$ cat config.mk
export PLATFORM = sky130hd
export DESIGN_NAME = periodic_timer_table_top
export DESIGN_NICKNAME = d
export VERILOG_FILES = /design/src/hdl/ptt_pkg.sv /design/src/hdl/ptt_ctrl.sv /design/src/hdl/ptt_dp.sv /design/src/hdl/periodic_timer_table_top.sv
export SDC_FILE = /design/constraint.sdc
export NUM_CORES = 2
export LEC_CHECK = 0
export BUFFER_PORTS_ARGS = -buffer_cell sky130_fd_sc_hd__buf_2
export CAP_MARGIN = 20
export CORE_AREA = 2 2 368 370
export DETAILED_ROUTE_END_ITERATION = 12
export DIE_AREA = 0 0 370 372
export SLEW_MARGIN = 20
export SYNTH_ARGS = -nofsm -noshare
export SYNTH_HDL_FRONTEND = slang
export SYNTH_SLANG_ARGS = --single-unit
$ cat constraint.sdc
create_clock -name clk_i -period 15.6 [get_ports clk_i]
set_input_delay 0.78 -clock clk_i [delete_from_list [all_inputs] [get_ports clk_i]]
set_output_delay 0.78 -clock clk_i [all_outputs]
set_load 0.005 [all_outputs]
$ cat src/hdl/ptt_pkg.sv
// shared constants, codes and types of the periodic timer table
package ptt_pkg;

  localparam int NumTimers  = 16;
  localparam int TimeBits   = 32;
  localparam int MaxResults = 16;
  localparam int IdxW       = (NumTimers > 1) ? $clog2(NumTimers) : 1;
  localparam int CntW       = $clog2(MaxResults + 1);

  localparam int ReqW     = 3;
  localparam int SlotW    = 4;
  localparam int PeriodW  = 32;
  localparam int OwnerW   = 8;
  localparam int EventW   = 16;
  localparam int StepW    = 16;
  localparam int CfgIdxW  = 1;
  localparam int CfgDataW = 16;
  localparam int InDataW  = 64;
  localparam int OutDataW = 32;

  localparam logic [StepW-1:0] TickStepRst = StepW'(10);

  localparam logic [CfgIdxW-1:0] CfgTickStep = 1'b0;
  localparam logic [CfgIdxW-1:0] CfgSuppress = 1'b1;

  typedef enum logic [ReqW-1:0] {
    ReqTick,
    ReqCreate,
    ReqKill,
    ReqReset,
    ReqPause,
    ReqResume,
    ReqChange,
    ReqQuery
  } req_e;

  typedef struct packed {
    logic              kind;
    logic              ok;
    logic [SlotW-1:0]  slot;
    logic [OwnerW-1:0] owner;
    logic [EventW-1:0] evt;
    logic              valid;
    logic              paused;
    logic              last;
  } ptt_res_t;

  typedef struct packed {
    logic latch;
    logic exec;
    logic scan_start;
    logic scan_sel;
    logic scan_step;
    logic flush;
  } ptt_cmd_t;

  typedef struct packed {
    logic out_free;
    logic scan_last;
    logic need_emit;
    logic pend_valid;
  } ptt_stat_t;

endpackage

$ cat src/hdl/ptt_ctrl.sv
// request sequencer of the periodic timer table
module ptt_ctrl import ptt_pkg::*; (
  input  logic            clk_i,
  input  logic            rst_ni,
  input  logic            req_valid_i,
  input  logic [ReqW-1:0] req_type_i,
  output logic            req_ready_o,
  input  ptt_stat_t       stat_i,
  output ptt_cmd_t        cmd_o
);

  localparam logic [1:0] StIdle  = 2'd0;
  localparam logic [1:0] StExec  = 2'd1;
  localparam logic [1:0] StScan  = 2'd2;
  localparam logic [1:0] StFlush = 2'd3;

  logic [1:0] state_q, state_d;
  logic       is_tick;

  assign is_tick     = (req_e'(req_type_i) == ReqTick);
  assign req_ready_o = (state_q == StIdle);

  always_comb begin
    state_d = state_q;
    cmd_o   = '0;
    case (state_q)
      StIdle: begin
        if (req_valid_i) begin
          cmd_o.latch = 1'b1;
          if (is_tick) begin
            cmd_o.scan_start = 1'b1;
            state_d          = StScan;
          end else begin
            state_d = StExec;
          end
        end
      end
      StExec: begin
        if (stat_i.out_free) begin
          cmd_o.exec = 1'b1;
          state_d    = StIdle;
        end
      end
      StScan: begin
        cmd_o.scan_sel = 1'b1;
        // hold the scan while an earlier expiry cannot leave yet
        if (!(stat_i.need_emit && !stat_i.out_free)) begin
          cmd_o.scan_step = 1'b1;
          if (stat_i.scan_last) begin
            state_d = StFlush;
          end
        end
      end
      StFlush: begin
        if (!stat_i.pend_valid) begin
          state_d = StIdle;
        end else if (stat_i.out_free) begin
          cmd_o.flush = 1'b1;
          state_d     = StIdle;
        end
      end
      default: begin
        state_d = StIdle;
      end
    endcase
  end

  always_ff @(posedge clk_i or negedge rst_ni) begin
    if (!rst_ni) begin
      state_q <= StIdle;
    end else begin
      state_q <= state_d;
    end
  end

endmodule

$ cat src/hdl/ptt_dp.sv
// timer table storage, command execution, tick scan and result register
module ptt_dp import ptt_pkg::*; (
  input  logic                clk_i,
  input  logic                rst_ni,
  input  ptt_cmd_t            cmd_i,
  output ptt_stat_t           stat_o,
  input  logic [ReqW-1:0]     req_type_i,
  input  logic [SlotW-1:0]    timer_id_i,
  input  logic [PeriodW-1:0]  period_ms_i,
  input  logic [OwnerW-1:0]   owner_tag_i,
  input  logic [EventW-1:0]   event_tag_i,
  input  logic                cfg_we_i,
  input  logic [CfgIdxW-1:0]  cfg_idx_i,
  input  logic [CfgDataW-1:0] cfg_data_i,
  output logic                res_valid_o,
  input  logic                res_ready_i,
  output ptt_res_t            res_o
);

  // configuration
  logic [StepW-1:0] step_q;
  logic             sup_q;

  // captured request
  req_e               req_q;
  logic [SlotW-1:0]   id_q;
  logic [TimeBits-1:0] period_q;
  logic [OwnerW-1:0]  owner_q;
  logic [EventW-1:0]  event_q;

  // timer table
  logic [NumTimers-1:0] used_q;
  logic [NumTimers-1:0] run_q;
  logic [TimeBits-1:0]  rem_q [NumTimers];
  logic [TimeBits-1:0]  per_q [NumTimers];
  logic [OwnerW-1:0]    own_q [NumTimers];
  logic [EventW-1:0]    evt_q [NumTimers];

  // scan state
  logic [IdxW-1:0]   scan_idx_q;
  logic [CntW-1:0]   cnt_q;
  logic              pend_v_q;
  logic [SlotW-1:0]  pend_slot_q;
  logic [OwnerW-1:0] pend_own_q;
  logic [EventW-1:0] pend_evt_q;

  // result register
  ptt_res_t out_q;
  logic     out_v_q;

  logic [IdxW-1:0]     id_idx, rd_idx, free_idx, wr_idx;
  logic                free_found, id_ok;
  logic [TimeBits-1:0] rem_rd, per_rd, rem_val, step_ext;
  logic [OwnerW-1:0]   own_rd;
  logic [EventW-1:0]   evt_rd;
  logic                run_rd;
  logic                used_set, used_clr, run_wr, run_val, rem_wr, per_wr, tag_wr;
  logic                hit, gt, expire, out_free, out_load;
  ptt_res_t            rep, pend_res, out_next;

  assign id_idx   = IdxW'(id_q);
  assign rd_idx   = cmd_i.scan_sel ? scan_idx_q : id_idx;
  assign rem_rd   = rem_q[rd_idx];
  assign per_rd   = per_q[rd_idx];
  assign own_rd   = own_q[rd_idx];
  assign evt_rd   = evt_q[rd_idx];
  assign run_rd   = run_q[rd_idx];
  assign step_ext = TimeBits'(step_q);
  assign id_ok    = (int'(id_q) < NumTimers) && used_q[id_idx];

  // lowest free slot
  always_comb begin
    free_found = 1'b0;
    free_idx   = '0;
    for (int i = NumTimers - 1; i >= 0; i--) begin
      if (!used_q[i]) begin
        free_found = 1'b1;
        free_idx   = IdxW'(i);
      end
    end
  end

  // command execution and reply
  always_comb begin
    rep      = '0;
    rep.last = 1'b1;
    wr_idx   = id_idx;
    used_set = 1'b0;
    used_clr = 1'b0;
    run_wr   = 1'b0;
    run_val  = 1'b0;
    rem_wr   = 1'b0;
    rem_val  = per_rd;
    per_wr   = 1'b0;
    tag_wr   = 1'b0;
    case (req_q)
      ReqCreate: begin
        if (free_found) begin
          wr_idx    = free_idx;
          used_set  = 1'b1;
          run_wr    = 1'b1;
          run_val   = 1'b1;
          rem_wr    = 1'b1;
          rem_val   = period_q;
          per_wr    = 1'b1;
          tag_wr    = 1'b1;
          rep.ok    = 1'b1;
          rep.slot  = SlotW'(free_idx);
          rep.owner = owner_q;
          rep.evt   = event_q;
        end
      end
      default: begin
        rep.slot = id_q;
        if (id_ok) begin
          rep.owner = own_rd;
          rep.evt   = evt_rd;
          case (req_q)
            ReqKill: begin
              rep.ok   = 1'b1;
              used_clr = 1'b1;
              run_wr   = 1'b1;
            end
            ReqReset: begin
              rep.ok  = 1'b1;
              rem_wr  = 1'b1;
              run_wr  = 1'b1;
              run_val = 1'b1;
            end
            ReqPause: begin
              if (run_rd) begin
                rep.ok = 1'b1;
                run_wr = 1'b1;
              end
            end
            ReqResume: begin
              if (!run_rd) begin
                rep.ok  = 1'b1;
                run_wr  = 1'b1;
                run_val = 1'b1;
              end
            end
            ReqChange: begin
              rep.ok  = 1'b1;
              rem_wr  = 1'b1;
              rem_val = period_q;
              per_wr  = 1'b1;
            end
            ReqQuery: begin
              rep.ok     = 1'b1;
              rep.valid  = 1'b1;
              rep.paused = !run_rd;
            end
            default: begin
            end
          endcase
        end
      end
    endcase
  end

  // one slot of the tick scan
  assign hit    = used_q[scan_idx_q] && run_q[scan_idx_q];
  assign gt     = rem_rd > step_ext;
  assign expire = hit && !gt && !sup_q && (int'(cnt_q) < MaxResults);

  always_comb begin
    pend_res       = '0;
    pend_res.kind  = 1'b1;
    pend_res.ok    = 1'b1;
    pend_res.slot  = pend_slot_q;
    pend_res.owner = pend_own_q;
    pend_res.evt   = pend_evt_q;
    pend_res.last  = cmd_i.flush;
  end

  assign out_free = !out_v_q || res_ready_i;
  assign out_load = cmd_i.exec || cmd_i.flush || (cmd_i.scan_step && expire && pend_v_q);
  assign out_next = cmd_i.exec ? rep : pend_res;

  assign stat_o.out_free   = out_free;
  assign stat_o.scan_last  = (int'(scan_idx_q) == NumTimers - 1);
  assign stat_o.need_emit  = expire && pend_v_q;
  assign stat_o.pend_valid = pend_v_q;

  assign res_valid_o = out_v_q;
  assign res_o       = out_q;

  always_ff @(posedge clk_i or negedge rst_ni) begin
    if (!rst_ni) begin
      step_q <= TickStepRst;
      sup_q  <= 1'b0;
    end else if (cfg_we_i) begin
      case (cfg_idx_i)
        CfgTickStep: step_q <= cfg_data_i[StepW-1:0];
        CfgSuppress: sup_q  <= cfg_data_i[0];
        default: begin
        end
      endcase
    end
  end

  always_ff @(posedge clk_i) begin
    if (cmd_i.latch) begin
      req_q    <= req_e'(req_type_i);
      id_q     <= timer_id_i;
      period_q <= TimeBits'(period_ms_i);
      owner_q  <= owner_tag_i;
      event_q  <= event_tag_i;
    end
  end

  always_ff @(posedge clk_i or negedge rst_ni) begin
    if (!rst_ni) begin
      used_q <= '0;
      run_q  <= '0;
    end else if (cmd_i.exec) begin
      if (used_set) used_q[wr_idx] <= 1'b1;
      if (used_clr) used_q[wr_idx] <= 1'b0;
      if (run_wr)   run_q[wr_idx]  <= run_val;
    end
  end

  always_ff @(posedge clk_i) begin
    if (cmd_i.exec) begin
      if (rem_wr) rem_q[wr_idx] <= rem_val;
      if (per_wr) per_q[wr_idx] <= period_q;
      if (tag_wr) begin
        own_q[wr_idx] <= owner_q;
        evt_q[wr_idx] <= event_q;
      end
    end else if (cmd_i.scan_step && hit) begin
      rem_q[scan_idx_q] <= gt ? (rem_rd - step_ext) : per_rd;
    end
  end

  always_ff @(posedge clk_i or negedge rst_ni) begin
    if (!rst_ni) begin
      scan_idx_q <= '0;
      cnt_q      <= '0;
      pend_v_q   <= 1'b0;
    end else if (cmd_i.scan_start) begin
      scan_idx_q <= '0;
      cnt_q      <= '0;
      pend_v_q   <= 1'b0;
    end else if (cmd_i.scan_step) begin
      scan_idx_q <= scan_idx_q + IdxW'(1);
      if (expire) begin
        cnt_q    <= cnt_q + CntW'(1);
        pend_v_q <= 1'b1;
      end
    end else if (cmd_i.flush) begin
      pend_v_q <= 1'b0;
    end
  end

  always_ff @(posedge clk_i) begin
    if (cmd_i.scan_step && expire) begin
      pend_slot_q <= SlotW'(scan_idx_q);
      pend_own_q  <= own_rd;
      pend_evt_q  <= evt_rd;
    end
  end

  always_ff @(posedge clk_i or negedge rst_ni) begin
    if (!rst_ni) begin
      out_v_q <= 1'b0;
    end else if (out_load) begin
      out_v_q <= 1'b1;
    end else if (res_ready_i) begin
      out_v_q <= 1'b0;
    end
  end

  always_ff @(posedge clk_i) begin
    if (out_load) begin
      out_q <= out_next;
    end
  end

endmodule

$ cat src/hdl/periodic_timer_table_top.sv
// periodic timer table top level
// A table of 16 cyclic timers driven by one request at a time. Every request
// other than a tick gives one reply (tuser 0, tlast 1), loaded into the reply
// register from the execute state once no earlier result still waits on the
// output; the next request can be taken after that. A tick walks the table
// one slot per cycle while the walk is not stalled, then flushes any held
// final expiry before the next request is taken. It gives one expiry result
// (tuser 1) per timer that runs out, the final one marked by tlast, and none
// when nothing expires or expiries are suppressed by configuration. The slot
// walk stalls only while a further expiry is found and an earlier result
// still occupies the output register. The input is taken only between requests;
// a finished result waiting on the output does not block the next request.
module periodic_timer_table_top import ptt_pkg::*; (
  input  logic                clk_i,
  input  logic                rst_ni,
  input  logic                s_axis_tvalid,
  output logic                s_axis_tready,
  // timer_id, period_ms, owner_tag, event_tag, zero pad
  input  logic [InDataW-1:0]  s_axis_tdata,
  // req_type
  input  logic [ReqW-1:0]     s_axis_tuser,
  output logic                m_axis_tvalid,
  input  logic                m_axis_tready,
  // ok, slot, owner_out, event_out, is_valid, is_paused, zero pad
  output logic [OutDataW-1:0] m_axis_tdata,
  // result_kind
  output logic                m_axis_tuser,
  output logic                m_axis_tlast,
  input  logic                cfg_we_i,
  input  logic [CfgIdxW-1:0]  cfg_idx_i,
  input  logic [CfgDataW-1:0] cfg_data_i
);

  ptt_cmd_t  cmd;
  ptt_stat_t stat;
  ptt_res_t  res;

  ptt_ctrl u_ctrl (
    .clk_i       (clk_i),
    .rst_ni      (rst_ni),
    .req_valid_i (s_axis_tvalid),
    .req_type_i  (s_axis_tuser),
    .req_ready_o (s_axis_tready),
    .stat_i      (stat),
    .cmd_o       (cmd)
  );

  ptt_dp u_dp (
    .clk_i       (clk_i),
    .rst_ni      (rst_ni),
    .cmd_i       (cmd),
    .stat_o      (stat),
    .req_type_i  (s_axis_tuser),
    .timer_id_i  (s_axis_tdata[3:0]),
    .period_ms_i (s_axis_tdata[35:4]),
    .owner_tag_i (s_axis_tdata[43:36]),
    .event_tag_i (s_axis_tdata[59:44]),
    .cfg_we_i    (cfg_we_i),
    .cfg_idx_i   (cfg_idx_i),
    .cfg_data_i  (cfg_data_i),
    .res_valid_o (m_axis_tvalid),
    .res_ready_i (m_axis_tready),
    .res_o       (res)
  );

  assign m_axis_tdata = {1'b0, res.paused, res.valid, res.evt, res.owner, res.slot, res.ok};
  assign m_axis_tuser = res.kind;
  assign m_axis_tlast = res.last;

endmodule

==> flow_metrics.py <==
metrics = {
    "floorplanning": {
        "die_x_um": 370,
        "pin_count": 125,
        "coreArea_mm2": 0.134,
        "rows": 135,
        "initial_core_util": 0.475,
        "die_area_mm2": 0.138,
        "die_height_um": 372,
    },
    "flow_run": {
        "maxCapViolations": 0,
    },
    "timing": {
        "min_period_over_period": 0.565,
        "timing.final.ws_setup_ns": 6.78,
        "fmaxAchievable_mhz": 113,
        "worst_pin_slew_ns": 1.10,
        "timing.final.crit_period_ns": 8.82,
        "skew_ns": 0.0282,
        "slew_headroom": 0.264,
        "final-hold-violation-count": 0,
        "finalSetupTns_ns": 0,
        "rsz0062_at_grt": "false",
        "slew_viol_final": 0,
        "finalSetupViolCount": 0,
    },
    "power": {
        "p_leak_nw": 23.7,
        "powerDensity_mw_per_mm2": 156,
        "ir_drop_v": 0.000106,
    },
    "logic_synthesis": {
        "synth-edff-count": 1532,
        "post-synth-top-area-cell": "edfxtp_1",
        "synth_area_mm2": 0.0638,
        "seq_area_frac_synth": 0.746,
        "synthesis.nets": 3641,
        "yosysTopAreaCellShare": 0.721,
        "yosys_warnings": 0,
        "ys.flop_type": "edfxtp_1",
        "yosys-top-cells-area": "edfxtp_1 72%, mux4_2 11%, nand2_1 2.8%, dfrtp_1 2.4%, mux2i_1 1.6%",
        "synth_cells": 3530,
        "synth-async-reset-ratio": 0.0389,
        "synth_area_per_cell_um2": 18.1,
        "synth_seq_cells": 1594,
        "synth_cell_type_count": 69,
    },
    "critical_path": {
        "crit_fanout": 68,
        "reg2reg_depth": 21,
        "crit_path_start_kind": "flop",
        "cp_num_cells": 21,
        "worstPathArrival_ns": 9.26,
        "cp-end-kind": "flop",
        "cpMaxStageDelayCell": "nor2_4",
        "critPathMaxStageDelay_ns": 0.71,
        "crit_family": "compound AO/OA/AOI/OAI gates",
        "path_buf_inv": 5,
        "rrSetupSlack_ns": 6.78,
        "r2r-end": "u_dp.rem_q[13][26]",
        "cp-startpoint": "u_ctrl.state_q[0]",
        "worstSetupPathType": "reg -> reg",
        "path_cells": "nand2b_1 > buf_4 > a21o_4 > buf_4 > mux4_2 > nand2_1 > and3_1 > a31oi_1 > ha_1 > nand4_1 > a21oi_1 > nor3_1 > o21ai_0 > inv_1 > o21bai_1 > nor4_4 > a31oi_4 > buf_4 > a32oi_1 > nor2_4 > buf_4",
        "setup.worst_path.end": "u_dp.rem_q[13][26]",
        "cp.required_ns": 16.04,
        "crit_top_cell": "buf_4",
        "rr_startpoint": "u_ctrl.state_q[0]",
    },
    "final_layout": {
        "drive_gt1_frac": 0.228,
        "antenna_cells": 0,
        "area_growth_pct": 13.2,
        "fin_area_mm2": 0.0722,
        "fin_nets": 3834,
        "utilization": 0.538,
        "finalNonFillerCells": 5628,
    },
    "global_route": {
        "track_usage": 0.234,
        "grt_pass1_wl_mm": 231,
        "met3_usage": 0.0347,
        "overflow": 0,
        "grtUsageMet1": 0.341,
        "grt_max_degree": 120,
        "grt_pass1_vias": 33234,
        "antenna_found_initial": 2,
        "busiest_layer": "met2",
        "grt_use_met2": 0.369,
    },
    "placed_design": {
        "gp_congestion": 0.867,
        "place_inst": 5337,
        "io_buffers": 119,
        "hpwl_mm": 85.4,
        "pre_cts_ws_ns": 6.76,
        "place_area_mm2": 0.0671,
    },
    "detailed_routing": {
        "ant_nets": 0,
        "vias": 33774,
        "drcViolationCount": 0,
        "routedWlPerCell_um": 28.5,
        "drtIter0Drc": 3662,
        "via_per_inst": 6.00,
        "wl_mm": 160,
        "first_pass_iters": 6,
    },
    "cts": {
        "post_cts.repair.setup_buffers": 0,
        "insertion_delay_ns": 0.80,
        "hold_buffers": 0,
        "clkSlewWorstSetupHoldPaths_ns": 0.06,
        "numCtsBuffers": 163,
        "clockBufferDepth": 3,
        "cts_resized": 0,
        "cts_tree": "yes",
        "clock_tree.root_cell": "clkbuf_16",
        "clock_sinks": 1594,
        "cts_max_level": 4,
    },
    "run_status": {
        "outcome": "completed",
    },
    "worst_hold_path": {
        "hold_path_class": "in -> async",
    },
}
metrics by stage:
step           hold WS (ns)  total power, mW
2_1_floorplan         0.423             6.77
3_3_place_gp          0.511             7.59
3_5_place_dp          0.522             7.62
4_1_cts              0.0893             11.3
5_1_grt               0.116             11.7
6_report              0.148             11.3
registers in the layout, indices dropped and copies added (netlist names), 4 cells and up:
register          count
u_dp.rem_q          512
u_dp.event_q         16
u_dp.used_q          16
u_dp.step_q          16
u_dp.id_idx           4
u_dp.per_q          512
u_dp.scan_idx_q       4
u_dp.pend_own_q       8
u_dp.owner_q          8
u_dp.pend_evt_q      16
u_dp.own_q          128
u_dp.evt_q          256
u_dp.cnt_q            5
u_dp.run_q           16
u_dp.period_q        32
u_dp.res_o           33
u_dp.pend_slot_q      4
cells by family after synthesis:
kind of cell,synth area share
AO/OA/AOI/OAI,0.0387
XOR/XNOR,0.00398
adder cells (fa/ha/maj),0.00443
buffers and inverters,0.0152
flip-flops,0.746
multiplexers,0.131
other,0.0000588
AND/OR/NAND/NOR,0.0609
report_power, final:
group / total, mW / switching (mW) / internal (mW)
Clock: 3.70 / 1.60 / 2.10
Combinational: 2.20 / 1.40 / 0.798
Sequential: 5.36 / 0.216 / 5.14
worst register-to-register path, cell delays in order (launching register included):
cell and delay (ns):
dfrtp_1 0.61, nand2b_1 0.23, buf_4 0.38, a21o_4 0.56, buf_4 0.71, mux4_2 0.62, nand2_1 0.08, and3_1 0.17
a31oi_1 0.07, ha_1 0.49, nand4_1 0.15, a21oi_1 0.21, nor3_1 0.10, o21ai_0 0.67, inv_1 0.21, o21bai_1 0.36
nor4_4 0.16, a31oi_4 0.19, buf_4 0.70, a32oi_1 0.54, nor2_4 0.71, buf_4 0.54
cells in the mapped netlist (34+ instances only):
library cell and instances:
dfrtp_1 60, a31oi_1 105, nor2b_1 34, mux2i_1 101, mux4_2 313, o21ai_0 57, a21oi_1 37, nand3_1 39
edfxtp_1 1532, clkbuf_1 112, buf_2 45, nor2_1 96, nand2_1 478, and3_1 97, o22ai_1 41
layout make-up:
cell class                 count  area, um^2
clock inverter                91         743
clock buffer                 198        4270
multi-input combinational   1710       15900
sequential                  1594       47600
tap                         1781        2230
inverter                      33         124
fill                       10554       62100
timing repair buffer         221        1400
per-layer routing:
| layer | vias up | wire length (um) |
|---|---|---|
| li1 | 14523 | - |
| met1 | 17752 | 70500 |
| met2 | 1262 | 76100 |
| met3 | 237 | 9950 |
| met4 | 0 | 3790 |
| met5 | - | 0 |
placed cells by master (no fill, tap or decap), drive strengths merged, types with 10 or more instances in the layout:
cell type	n
mux2	24
and3	97
inv	42
a221o	24
nor2	96
mux2i	101
mux4	314
nand2b	10
o21ai	57
a21oi	38
nand2	480
edfxtp	1532
nand4	23
clkbuf	199
nand3	39
dfrtp	60
nor3	34
a211oi	30
clkinv	72
ha	21
nor2b	34
xnor2	24
buf	220
a31oi	107
o22ai	41
nor4	14
how the worst min path moves through the flow:
| stage | from | endpoint | cells past startpoint |
|---|---|---|---|
| 4_1_cts | s_axis_tdata[37] | u_dp.owner_q[1] | 1 |
| 6_report | rst_ni | u_dp.step_q[15] | 2 |
| 3_3_place_gp | u_dp.cnt_q[1] | u_dp.cnt_q[1] | 2 |
| 2_1_floorplan | u_dp.scan_idx_q[3] | u_dp.pend_slot_q[3] | 0 |
| 5_1_grt | s_axis_tdata[37] | u_dp.owner_q[1] | 1 |
| 3_5_place_dp | u_dp.cnt_q[1] | u_dp.cnt_q[1] | 2 |
(Power assumes the default switching activity.)
